## src/wbps_pkg.sv

```systemverilog
// Package for the wildcard byte pattern scanner.
// Holds field widths, configuration register codes and the result record.
// No dependencies.
package wbps_pkg;

  localparam int unsigned DATA_W       = 8;
  localparam int unsigned PATTERN_W    = 64;
  localparam int unsigned CARE_W       = 8;
  localparam int unsigned LEN_W        = 4;
  localparam int unsigned COUNT_W      = 16;
  localparam int unsigned OUT_OFFSET_W = 32;
  localparam int unsigned CFG_IDX_W    = 2;

  localparam logic [COUNT_W-1:0] COUNT_MAX = {COUNT_W{1'b1}};

  // Configuration register indexes.
  typedef enum logic [CFG_IDX_W-1:0] {
    CFG_PATTERN_BYTES  = 2'd0,
    CFG_CARE_MASK      = 2'd1,
    CFG_PATTERN_LENGTH = 2'd2,
    CFG_MAX_MATCHES    = 2'd3
  } cfg_idx_t;

  // One result item as formed by the scan stage.
  typedef struct packed {
    logic                    hit;
    logic [OUT_OFFSET_W-1:0] hit_offset;
    logic [COUNT_W-1:0]      hits_so_far;
    logic                    scan_done;
  } scan_res_t;

endpackage

```

## src/wbps_match.sv

```systemverilog
// Parallel window compare for the wildcard byte pattern scanner.
// Depends on wbps_pkg for field widths.
module wbps_match #(
  parameter int unsigned PATTERN_MAX = 8,
  parameter int unsigned FILL_W      = 4
) (
  input  logic [PATTERN_MAX*wbps_pkg::DATA_W-1:0] window,
  input  logic [FILL_W-1:0]                       fill,
  input  logic [wbps_pkg::PATTERN_W-1:0]          pattern,
  input  logic [wbps_pkg::CARE_W-1:0]             care,
  input  logic [wbps_pkg::LEN_W-1:0]              len,
  output logic                                    match
);

  // For each possible length, entry 0 is the newest byte, so pattern byte j
  // lines up with window entry len-1-j.
  always_comb begin
    logic ok;
    match = 1'b0;
    for (int l = 1; l <= int'(PATTERN_MAX); l++) begin
      ok = 1'b1;
      for (int j = 0; j < l; j++) begin
        if (care[j] &&
            window[wbps_pkg::DATA_W*(l-1-j) +: wbps_pkg::DATA_W] !=
            pattern[wbps_pkg::DATA_W*j +: wbps_pkg::DATA_W]) begin
          ok = 1'b0;
        end
      end
      if (len == wbps_pkg::LEN_W'(l) && fill >= FILL_W'(l) && ok) begin
        match = 1'b1;
      end
    end
  end

endmodule

```

## src/wbps_scan.sv

```systemverilog
// Scan state of the wildcard byte pattern scanner: byte window, fill,
// byte position and hit count, plus the result of the current byte.
// Depends on wbps_pkg and wbps_match.
module wbps_scan #(
  parameter int unsigned PATTERN_MAX = 8,
  parameter int unsigned OFFSET_BITS = 32
) (
  input  logic                           clk,
  input  logic                           rst_n,
  input  logic                           step,
  input  logic [wbps_pkg::DATA_W-1:0]    data_byte,
  input  logic                           image_end,
  input  logic [wbps_pkg::PATTERN_W-1:0] pattern,
  input  logic [wbps_pkg::CARE_W-1:0]    care,
  input  logic [wbps_pkg::LEN_W-1:0]     len_cfg,
  input  logic [wbps_pkg::COUNT_W-1:0]   max_matches,
  output wbps_pkg::scan_res_t            res
);

  localparam int unsigned WIN_W  = PATTERN_MAX * wbps_pkg::DATA_W;
  localparam int unsigned FILL_W = $clog2(PATTERN_MAX + 1);

  logic [WIN_W-1:0]             window_r, window_nxt, window_sh;
  logic [FILL_W-1:0]            fill_r, fill_nxt, fill_sh;
  logic [OFFSET_BITS-1:0]       pos_r, pos_nxt, start_pos;
  logic [wbps_pkg::COUNT_W-1:0] count_r, count_nxt, count_upd;
  logic [wbps_pkg::LEN_W-1:0]   len_eff;
  logic                         match, hit;

  // Clamp the length to the window depth.
  assign len_eff = (len_cfg > wbps_pkg::LEN_W'(PATTERN_MAX)) ?
                   wbps_pkg::LEN_W'(PATTERN_MAX) : len_cfg;

  // Shift the new byte in at entry 0.
  generate
    if (PATTERN_MAX > 1) begin : g_shift
      assign window_sh = {window_r[WIN_W-wbps_pkg::DATA_W-1:0], data_byte};
    end else begin : g_single
      assign window_sh = data_byte;
    end
  endgenerate

  assign fill_sh = (fill_r < FILL_W'(PATTERN_MAX)) ? fill_r + FILL_W'(1) : fill_r;

  wbps_match #(
    .PATTERN_MAX (PATTERN_MAX),
    .FILL_W      (FILL_W)
  ) u_match (
    .window  (window_sh),
    .fill    (fill_sh),
    .pattern (pattern),
    .care    (care),
    .len     (len_eff),
    .match   (match)
  );

  assign hit       = match && (max_matches == '0 || count_r < max_matches);
  assign start_pos = pos_r + OFFSET_BITS'(1) - OFFSET_BITS'(len_eff);
  assign count_upd = (hit && count_r != wbps_pkg::COUNT_MAX) ?
                     count_r + wbps_pkg::COUNT_W'(1) : count_r;

  always_comb begin
    res.hit         = hit;
    res.hit_offset  = hit ? wbps_pkg::OUT_OFFSET_W'(start_pos) : '0;
    res.hits_so_far = count_upd;
    res.scan_done   = image_end;
  end

  // Clear all scan state after the image's last byte.
  always_comb begin
    window_nxt = window_r;
    fill_nxt   = fill_r;
    pos_nxt    = pos_r;
    count_nxt  = count_r;
    if (step) begin
      if (image_end) begin
        window_nxt = '0;
        fill_nxt   = '0;
        pos_nxt    = '0;
        count_nxt  = '0;
      end else begin
        window_nxt = window_sh;
        fill_nxt   = fill_sh;
        pos_nxt    = pos_r + OFFSET_BITS'(1);
        count_nxt  = count_upd;
      end
    end
  end

  always_ff @(posedge clk) begin
    if (!rst_n) begin
      window_r <= '0;
      fill_r   <= '0;
      pos_r    <= '0;
      count_r  <= '0;
    end else begin
      window_r <= window_nxt;
      fill_r   <= fill_nxt;
      pos_r    <= pos_nxt;
      count_r  <= count_nxt;
    end
  end

endmodule

```

## src/wildcard_byte_pattern_scan.sv

```systemverilog
// Wildcard byte pattern scanner, top level: configuration registers,
// scan stage and result register.
// Depends on wbps_pkg and wbps_scan.
//
// Takes one image byte per cycle and returns one result item per byte, in the
// cycle after the byte is accepted. The window compare against all pattern
// lengths is parallel logic between the scan state and the result register,
// so the sustained rate is one item per clock; in_stall rises only while a
// finished result sits in the result register and out_stall holds it. Each
// result tells whether the configured pattern (up to PATTERN_MAX bytes, a
// zero care bit makes that byte a wildcard) ends at this byte, the image
// offset of the pattern's first byte (offsets wrap at OFFSET_BITS), and the
// number of hits reported so far in the image. Once max_matches hits are
// reported (zero means no limit), further matches read as no hit. The byte
// flagged image_end gives scan_done and restarts window, offset and count
// for the next image. Write configuration only while the block is idle;
// cfg_ready is always high.
module wildcard_byte_pattern_scan #(
  parameter int unsigned PATTERN_MAX = 8,
  parameter int unsigned OFFSET_BITS = 32
) (
  input  logic                              clk,
  input  logic                              rst_n,
  // configuration write channel
  input  logic                              cfg_valid,
  output logic                              cfg_ready,
  input  logic [wbps_pkg::CFG_IDX_W-1:0]    cfg_index,
  input  logic [wbps_pkg::PATTERN_W-1:0]    cfg_wdata,
  // input item channel
  input  logic                              in_valid,
  output logic                              in_stall,
  input  logic [wbps_pkg::DATA_W-1:0]       in_data_byte,
  input  logic                              in_image_end,
  // result item channel
  output logic                              out_valid,
  input  logic                              out_stall,
  output logic                              out_hit,
  output logic [wbps_pkg::OUT_OFFSET_W-1:0] out_hit_offset,
  output logic [wbps_pkg::COUNT_W-1:0]      out_hits_so_far,
  output logic                              out_scan_done
);

  logic [wbps_pkg::PATTERN_W-1:0] pattern_r, pattern_nxt;
  logic [wbps_pkg::CARE_W-1:0]    care_r, care_nxt;
  logic [wbps_pkg::LEN_W-1:0]     len_r, len_nxt;
  logic [wbps_pkg::COUNT_W-1:0]   max_r, max_nxt;

  logic                           in_fire;
  logic                           out_valid_r, out_valid_nxt;
  wbps_pkg::scan_res_t            scan_res;
  wbps_pkg::scan_res_t            res_r;

  // ---------------------------------------------------------------------
  // Configuration registers: always ready, decode the index.
  // ---------------------------------------------------------------------
  assign cfg_ready = 1'b1;

  always_comb begin
    pattern_nxt = pattern_r;
    care_nxt    = care_r;
    len_nxt     = len_r;
    max_nxt     = max_r;
    if (cfg_valid && cfg_ready) begin
      unique case (wbps_pkg::cfg_idx_t'(cfg_index))
        wbps_pkg::CFG_PATTERN_BYTES:  pattern_nxt = cfg_wdata;
        wbps_pkg::CFG_CARE_MASK:      care_nxt    = cfg_wdata[wbps_pkg::CARE_W-1:0];
        wbps_pkg::CFG_PATTERN_LENGTH: len_nxt     = cfg_wdata[wbps_pkg::LEN_W-1:0];
        wbps_pkg::CFG_MAX_MATCHES:    max_nxt     = cfg_wdata[wbps_pkg::COUNT_W-1:0];
        default: ;
      endcase
    end
  end

  always_ff @(posedge clk) begin
    if (!rst_n) begin
      pattern_r <= '0;
      care_r    <= {wbps_pkg::CARE_W{1'b1}};
      len_r     <= wbps_pkg::LEN_W'(8);
      max_r     <= '0;
    end else begin
      pattern_r <= pattern_nxt;
      care_r    <= care_nxt;
      len_r     <= len_nxt;
      max_r     <= max_nxt;
    end
  end

  // ---------------------------------------------------------------------
  // Scan stage: advance the state and form the result for each item.
  // Hold the input only while the result register cannot drain.
  // ---------------------------------------------------------------------
  assign in_stall = out_valid_r && out_stall;
  assign in_fire  = in_valid && !in_stall;

  wbps_scan #(
    .PATTERN_MAX (PATTERN_MAX),
    .OFFSET_BITS (OFFSET_BITS)
  ) u_scan (
    .clk         (clk),
    .rst_n       (rst_n),
    .step        (in_fire),
    .data_byte   (in_data_byte),
    .image_end   (in_image_end),
    .pattern     (pattern_r),
    .care        (care_r),
    .len_cfg     (len_r),
    .max_matches (max_r),
    .res         (scan_res)
  );

  // ---------------------------------------------------------------------
  // Result register: load on every accepted item, drop once taken.
  // ---------------------------------------------------------------------
  always_comb begin
    if (in_fire) begin
      out_valid_nxt = 1'b1;
    end else if (out_stall) begin
      out_valid_nxt = out_valid_r;
    end else begin
      out_valid_nxt = 1'b0;
    end
  end

  always_ff @(posedge clk) begin
    if (!rst_n) begin
      out_valid_r <= 1'b0;
    end else begin
      out_valid_r <= out_valid_nxt;
    end
  end

  always_ff @(posedge clk) begin
    if (in_fire) begin
      res_r <= scan_res;
    end
  end

  assign out_valid       = out_valid_r;
  assign out_hit         = res_r.hit;
  assign out_hit_offset  = res_r.hit_offset;
  assign out_hits_so_far = res_r.hits_so_far;
  assign out_scan_done   = res_r.scan_done;

`ifndef SYNTHESIS
  // An accepted item always shows up in the result register next cycle.
  a_fire_loads_result: assert property (@(posedge clk) disable iff (!rst_n)
    in_valid && !in_stall |=> out_valid)
    else $error("accepted item did not reach the result register");

  // A reported hit is counted.
  a_hit_counted: assert property (@(posedge clk) disable iff (!rst_n)
    out_valid && out_hit |-> out_hits_so_far != '0)
    else $error("hit reported with zero hit count");

  // A miss carries a zero offset.
  a_miss_offset_zero: assert property (@(posedge clk) disable iff (!rst_n)
    out_valid && !out_hit |-> out_hit_offset == '0)
    else $error("offset nonzero without a hit");

  // The result register holds while it is full and not taken.
  a_result_held: assert property (@(posedge clk) disable iff (!rst_n)
    out_valid && out_stall |=> out_valid && $stable(res_r))
    else $error("result register changed while stalled");
`endif

endmodule
```

## config.mk

```make
export PLATFORM = sky130hd
export DESIGN_NAME = wildcard_byte_pattern_scan
export DESIGN_NICKNAME = d
export VERILOG_FILES = /design/src/wbps_pkg.sv /design/src/wbps_match.sv /design/src/wbps_scan.sv /design/src/wildcard_byte_pattern_scan.sv
export SDC_FILE = /design/constraint.sdc
export NUM_CORES = 1
export LEC_CHECK = 0
export BUFFER_PORTS_ARGS = -buffer_cell sky130_fd_sc_hd__buf_4
export CAP_MARGIN = 20
export CORE_MARGIN = 2
export CORE_UTILIZATION = 55
export DETAILED_ROUTE_END_ITERATION = 8
export PLACE_DENSITY_LB_ADDON = 0.08
export SLEW_MARGIN = 20
export SYNTH_ARGS = -nofsm -noshare
export SYNTH_HDL_FRONTEND = slang
export SYNTH_SLANG_ARGS = --single-unit
export TNS_END_PERCENT = 100
```

## constraint.sdc

```tcl
create_clock -name clk -period 3.3 [get_ports clk]
set_input_delay 0 -clock clk [delete_from_list [all_inputs] [get_ports clk]]
set_output_delay 0 -clock clk [all_outputs]
set_load 0.01 [all_outputs]
```

Word level (Yosys, flattened, before mapping). Index checks and enable logic that the tools add are counted.

Bits in registers: 251. Latch bits: 0. Memory bits (writable): 0. Memory bits (read-only): 0. Input port bits: 80. Output and inout bits: 53. Word-level logic and storage cells: 194. Memories: 0.

Add/sub/neg operators: 4. $mul: 0. Div/mod/pow operators: 0. $lt $le $gt $ge: 11. Equality and inequality tests: 49. Shift operators: 0. Muxes and demuxes: 53. Bitwise gates (word level): 0. Reductions and logical operators: 64.

Operators with widths (number): 8-bit != test (36); 1-bit logical AND (56); 56-bit two-way mux (1); 1-bit two-way mux (46); 32-bit by 1-bit adder with 32-bit output, second input constant (1); 16-bit two-way mux (2); 32-bit two-way mux (1); 32-bit by 4-bit subtractor with 32-bit output (1); 16-bit by 1-bit adder with 16-bit output, second input constant (1); 4-bit by 3-bit equality test with 1-bit output, second input constant (4); 4-bit by 3-bit >= comparator with 1-bit output, second input constant (4); 16-bit logical NOT (1); 16-bit less-than comparator (1); 16-bit != test, second input constant (1); 4-bit two-way mux (3); 4-bit by 2-bit equality test with 1-bit output, second input constant (2); 4-bit by 2-bit >= comparator with 1-bit output, second input constant (2); 2-bit AND reduction (4); 4-bit by 1-bit adder with 4-bit output, second input constant (1); 2-bit equality test, second input constant (2); 4-bit by 1-bit equality test with 1-bit output, second input constant (1); 4-bit equality test, second input constant (1); 4-bit by 1-bit >= comparator with 1-bit output, second input constant (1); 4-bit >= comparator, second input constant (1); 7 further kinds (7).

Logic depth before layout (Yosys ltp).
Depth in word-level cells: 17. Mapped depth: 14. Gate-level depth less buffers: 13.

Hierarchy. Synthesis repeated with hierarchy kept, for this count alone.

Cells, all modules: 1973. Area, all modules: 16956.3 um^2.

By module, submodules not included: wbps_scan (instances 1, cells an instance 1022, area each 7593.5 um^2, sequential area each 2162.1 um^2); wildcard_byte_pattern_scan (instances 1, cells an instance 438, area each 5327.6 um^2, sequential area each 3363.2 um^2); wbps_match (instances 1, cells an instance 513, area each 4035.1 um^2, sequential area each 0.0 um^2).

Worst setup path after synthesis. Ideal clock, no wire load.

Path type: reg2reg. Start point: reg len_r[0] in the netlist's numbering. End point: reg res_r, in the netlist out_hit_offset[26], data pin. Library setup time: 0.266 ns. Arrival: 2.935 ns. Data required time: 3.034 ns. Setup slack: 0.099 ns. Cell stages (with the launch flop): 14. Buffers on the path: 0. Clock period less this slack: 3.201 ns. Cells stage by stage: dfxtp_1 -> nor2b_1 -> ha_1 -> inv_1 -> fa_1 -> a21o_1 -> a21oi_1 -> nand4_1 -> a211o_1 -> nand4b_1 -> nor3_2 -> nand3_1 -> xor2_1 -> nor2_1.

Word-level cells in the longest chain between the ends: 14. Elaborated cells on any way between the ends: 36. Those cells by class: 1 x add/sub; 1 x order compare; 8 x eq/ne; 9 x mux; 17 x reduce/logical.

Ends and longest elaborated chain: from (decl) (line wildcard_byte_pattern_scan.sv:45) `logic [wbps_pkg::LEN_W-1:0] len_r, len_nxt;`; from (signal assigned) (line wildcard_byte_pattern_scan.sv:78) `len_r <= wbps_pkg::LEN_W'(8);`; from (signal assigned) (line wildcard_byte_pattern_scan.sv:83) `len_r <= len_nxt;`; 4-bit greater-than comparator (line wbps_scan.sv:31) `assign len_eff = (len_cfg > wbps_pkg::LEN_W'(PATTERN_MAX)) ?`; 4-bit two-way mux * (line wbps_scan.sv:31); 4-bit by 1-bit equality test with 1-bit output (line wbps_match.sv:29) `if (len == wbps_pkg::LEN_W'(l) && fill >= FILL_W'(l) && ok) begin`; 1-bit logical AND (2 in series) (line wbps_match.sv:29); 1-bit two-way mux (8 in series) (line wbps_match.sv:29); 1-bit logical AND (line wbps_scan.sv:57) `assign hit = match && (max_matches == '0 || count_r < max_matches);`; to (signal assigned) (line wildcard_byte_pattern_scan.sv:134) `res_r <= scan_res;`; to (decl) (line wildcard_byte_pattern_scan.sv:51) `wbps_pkg::scan_res_t res_r;`.

Every way passes the cells marked *; elsewhere a longest branch is shown, timed or not. A chain may end at the register's enable or synchronous reset.

Worst setup path in the final report.
Start point: reg u_scan.pos_r[0]. End point: reg res_r, in the netlist out_hit_offset[20], data pin.

Word-level cells in the longest chain between the ends: 2.

Ends and longest elaborated chain: from (decl) (line wbps_scan.sv:25) `logic [OFFSET_BITS-1:0] pos_r, pos_nxt, start_pos;`; from (signal assigned) (line wbps_scan.sv:99) `pos_r <= pos_nxt;`; 32-bit by 1-bit adder with 32-bit output (line wbps_scan.sv:58) `assign start_pos = pos_r + OFFSET_BITS'(1) - OFFSET_BITS'(len_eff);`; 32-bit by 4-bit subtractor with 32-bit output (line wbps_scan.sv:58).

No other way between the ends.

==> results.sh <==
export IMPL_buffer_ports_inserted=131
export IMPL_max_cap_violations=0
export IMPL_run_status="finished, final reports clean"
export IMPL_combPwrFrac_pct=12.7
export IMPL_internal_power_uw=5920
export IMPL_maxSlewViolCount=0
export IMPL_syn_mean_instance_area_um2=8.02
export IMPL_synth_cell_types=73
export IMPL_initial_core_util_pct=55.6
export IMPL_synthArstFlopShare_pct=0
export IMPL_yosys_area_top_type_share_pct=26.1
export IMPL_insertion_delay_ns=0.55
export IMPL_gpl_final_weighted_congestion=1.04
export IMPL_multi_input_comb_area_mm2=0.00904
export IMPL_syn_num_nets=2021
export IMPL_std_cell_rows=61
export IMPL_grt_pass1_wl_um=73300
export IMPL_yosysMostFrequentCell="xnor2_1"
export IMPL_cellPowerDensity_mw_per_mm2=416
export IMPL_ioPinCount=133
export IMPL_grtUsageTotal_pct=31.2
export IMPL_setup_violations_final=0
export IMPL_post_route_util_pct=68.4
export IMPL_drtIter0Drc=1332
export IMPL_fp_dieH_um=171
export IMPL_stdcell_count=2475
export IMPL_final_period_minus_worst_setup_slack_ns=3.13
export IMPL_worst_ir_drop_vdd_v=0.000355
export IMPL_diodes=0
export IMPL_antenna_violating_nets_post_route=0
export IMPL_drcViolationCount=0
export IMPL_clock_tree_from_tritoncts="done"
export IMPL_ys_top_cells_by_area="dfxtp_1 26%, xnor2_1 18%, edfxtp_1 9.8%"
export IMPL_power_share_switching_pct=24.8
export IMPL_ys_top_cells_by_count="312 x xnor2_1, 292 x nand2_1, 201 x dfxtp_1"
export IMPL_place_detailed_instances=2338
export IMPL_finalClockSkew_ns=0.0171
export IMPL_clock_power_share_pct=45.6
export IMPL_synth_seq_area_share_pct=35.9
export IMPL_leading_area_contributor_after_synthesis="dfxtp_1"
export IMPL_grt_pass1_vias=14000
export IMPL_die_x_um=171
export IMPL_synth_area_mm2=0.0154
export IMPL_final_seq_area_mm2=0.00553
export IMPL_grt_start_max_net_pins=99
export IMPL_route_detailed_vias_per_inst=5.80
export IMPL_n_fill_cell=2296
export IMPL_worst_endpoint_required_ns=3.59
export IMPL_critical_path_peak_fanout=6
export IMPL_finalHoldViolCount=0
export IMPL_fraction_of_layout_cells_with_a_size_suffix_above_1_pct=15.4
export IMPL_sinks_on_clock_net=251
export IMPL_grt_antenna_before_repair=0
export IMPL_num_vias=14400
export IMPL_overflow=0
export IMPL_max_slew_margin_rel_pct=33.7
export IMPL_power_net_switching_uw=1950
export IMPL_cts_reportedPaths_clkPinSlew_ns=0.06
export IMPL_synth_ff_latch_count=251
export IMPL_core_area_mm2=0.0277
export IMPL_h_tree_depth=1
export IMPL_fin_setup_tns_ns=0
export IMPL_flow_area_growth_from_synthesis_pct=23.1
export IMPL_crit_path_start_kind="flip-flop"
export IMPL_timing_worst_setup_path_type="reg -> reg"
export IMPL_numCtsBuffers=28
export IMPL_detailed_route_wire_length_per_cell_um=18.6
export IMPL_synth_warning_count=0
export IMPL_max_clock_freq_mhz=319
export IMPL_final_period_utilization_pct=95.0
export IMPL_hold_path_class="in -> reg"
export IMPL_die_area_mm2=0.0293
export IMPL_syn_instance_count=1918
export IMPL_cts_root_to_sink_buffers=3
export IMPL_finalWirelength_um=46100
export IMPL_r2r_slack_ns=0.17
export IMPL_setup_repair_after_global_routing_missed_its_margin="false"
export IMPL_synthFlopType="dfxtp_1"
export IMPL_clockRootBuffer="clkbuf_16"
export IMPL_crit_arrival_ns=3.43
export IMPL_synth_edff_count=50
export IMPL_seqPwrFrac_pct=41.7
export IMPL_final_net_count=2179
export IMPL_tightestPinTransition_ns=0.995
export IMPL_total_leakage_power_uw=0.00678
export IMPL_hpwl_um=31000
export IMPL_worstSetupEndpointType="flip-flop"
export IMPL_detail_route_first_pass_iterations=5
==> path summary, 6_finish.rpt <==
| check | start | end | depth (start not counted) |
|---|---|---|---|
| hold reg to reg | u_scan.window_r[54] | u_scan.window_r[54] | 2 |
| setup / recovery | u_scan.pos_r[0] | out_hit_offset[20] | 12 |
| setup reg to reg | u_scan.pos_r[0] | out_hit_offset[20] | 12 |
| hold / removal | cfg_index[1] | pattern_r[15] | 5 |
==> timing repair <==
action / CTS / global route
setup buffers: 0 / 2
hold endpoints to repair: 111 / 0
hold buffers: 84 / 0
pin swaps: 1 / 3
resized for setup: 0 / 17
setup endpoints to repair: 2 / 39
==> placed cells by master, fill, tap and decap left out, types with 40 or more instances in the layout <==
master	instances
xnor2_1	312
nand2_1	290
buf_4	233
dfxtp_1	200
a21oi_1	184
nor2_1	110
nand4_1	99
dlygate4sd3_1	84
nand3b_1	61
o21ai_0	58
edfxtp_1	50
nand3_1	44
xor2_1	40
==> area by class of cell <==
class,instances,share of cell area [%]
Clock inverter,11,1.01
Tap cell,378,2.50
Sequential cell,251,29.2
Timing Repair Buffer,322,14.1
Multi-Input combinational cell,1435,47.7
Inverter,38,0.779
Clock buffer,40,4.71
==> through the flow <==
stage / hold slack [ns] / worst slack [ns] / power (uW) / area (um^2)
floorplan: 0.0989 / 0.0993 / 3890 / 15400
global placement: 0.227 / 0.00789 / 4230 / 16900
detailed placement: 0.232 / -0.0198 / 4250 / 16900
CTS: 0.000179 / 0.0284 / 7890 / 18900
global route: 0.0269 / 0.00574 / 8120 / 19000
finish: 0.0100 / 0.167 / 7880 / 19000
==> worst max-delay path: stages, from the launching register on <==
cell and delay (ns):
dfxtp_2 0.35, ha_1 0.36, fa_1 0.46, a21o_1 0.21, a21oi_2 0.16, nand4_1 0.14, a211o_1 0.29, buf_4 0.15
nand2b_1 0.22, o2111ai_1 0.21, o21ai_0 0.13, xnor2_1 0.15, nor2_1 0.05
==> cells by family after synthesis <==
| group | Yosys count | synth area share, % |
|---|---|---|
| AO/OA/AOI/OAI | 329 | 12.4 |
| XOR/XNOR | 352 | 20.0 |
| adder cells (fa/ha/maj) | 23 | 1.92 |
| buffers and inverters | 232 | 5.80 |
| flip-flops | 251 | 35.9 |
| multiplexers | 5 | 0.333 |
| other | 1 | 0.0244 |
| AND/OR/NAND/NOR | 725 | 23.5 |
==> flip-flops by register name, summed over array words and instances, names as in the netlist, 4 cells and up <==
register	flops
u_scan.window_r	56
care_r	8
out_hit_offset	32
pattern_r	64
out_hits_so_far	16
u_scan.fill_r	4
u_scan.count_r	16
len_r	4
max_r	16
u_scan.pos_r	32
==> routing by layer <==
layer / track usage (%) / vias to the layer above / routed length, um
met4: 13.5 / 0 / 2110
li1: - / 6866 / -
met3: 4.07 / 155 / 2930
met2: 53.9 / 582 / 22000
met1: 39.1 / 6763 / 19100
met5: 0 / - / 0
==> power by group through the flow <==
stage          Combinational [uW]  Clock, uW  Sequential (uW)
2_1_floorplan                 578          0             3310
3_3_place_gp                  888          0             3350
3_5_place_dp                  899          0             3350
4_1_cts                       982       3620             3280
5_1_grt                      1080       3740             3290
6_report                     1000       3590             3280
Power figures use the tool's default switching activity.
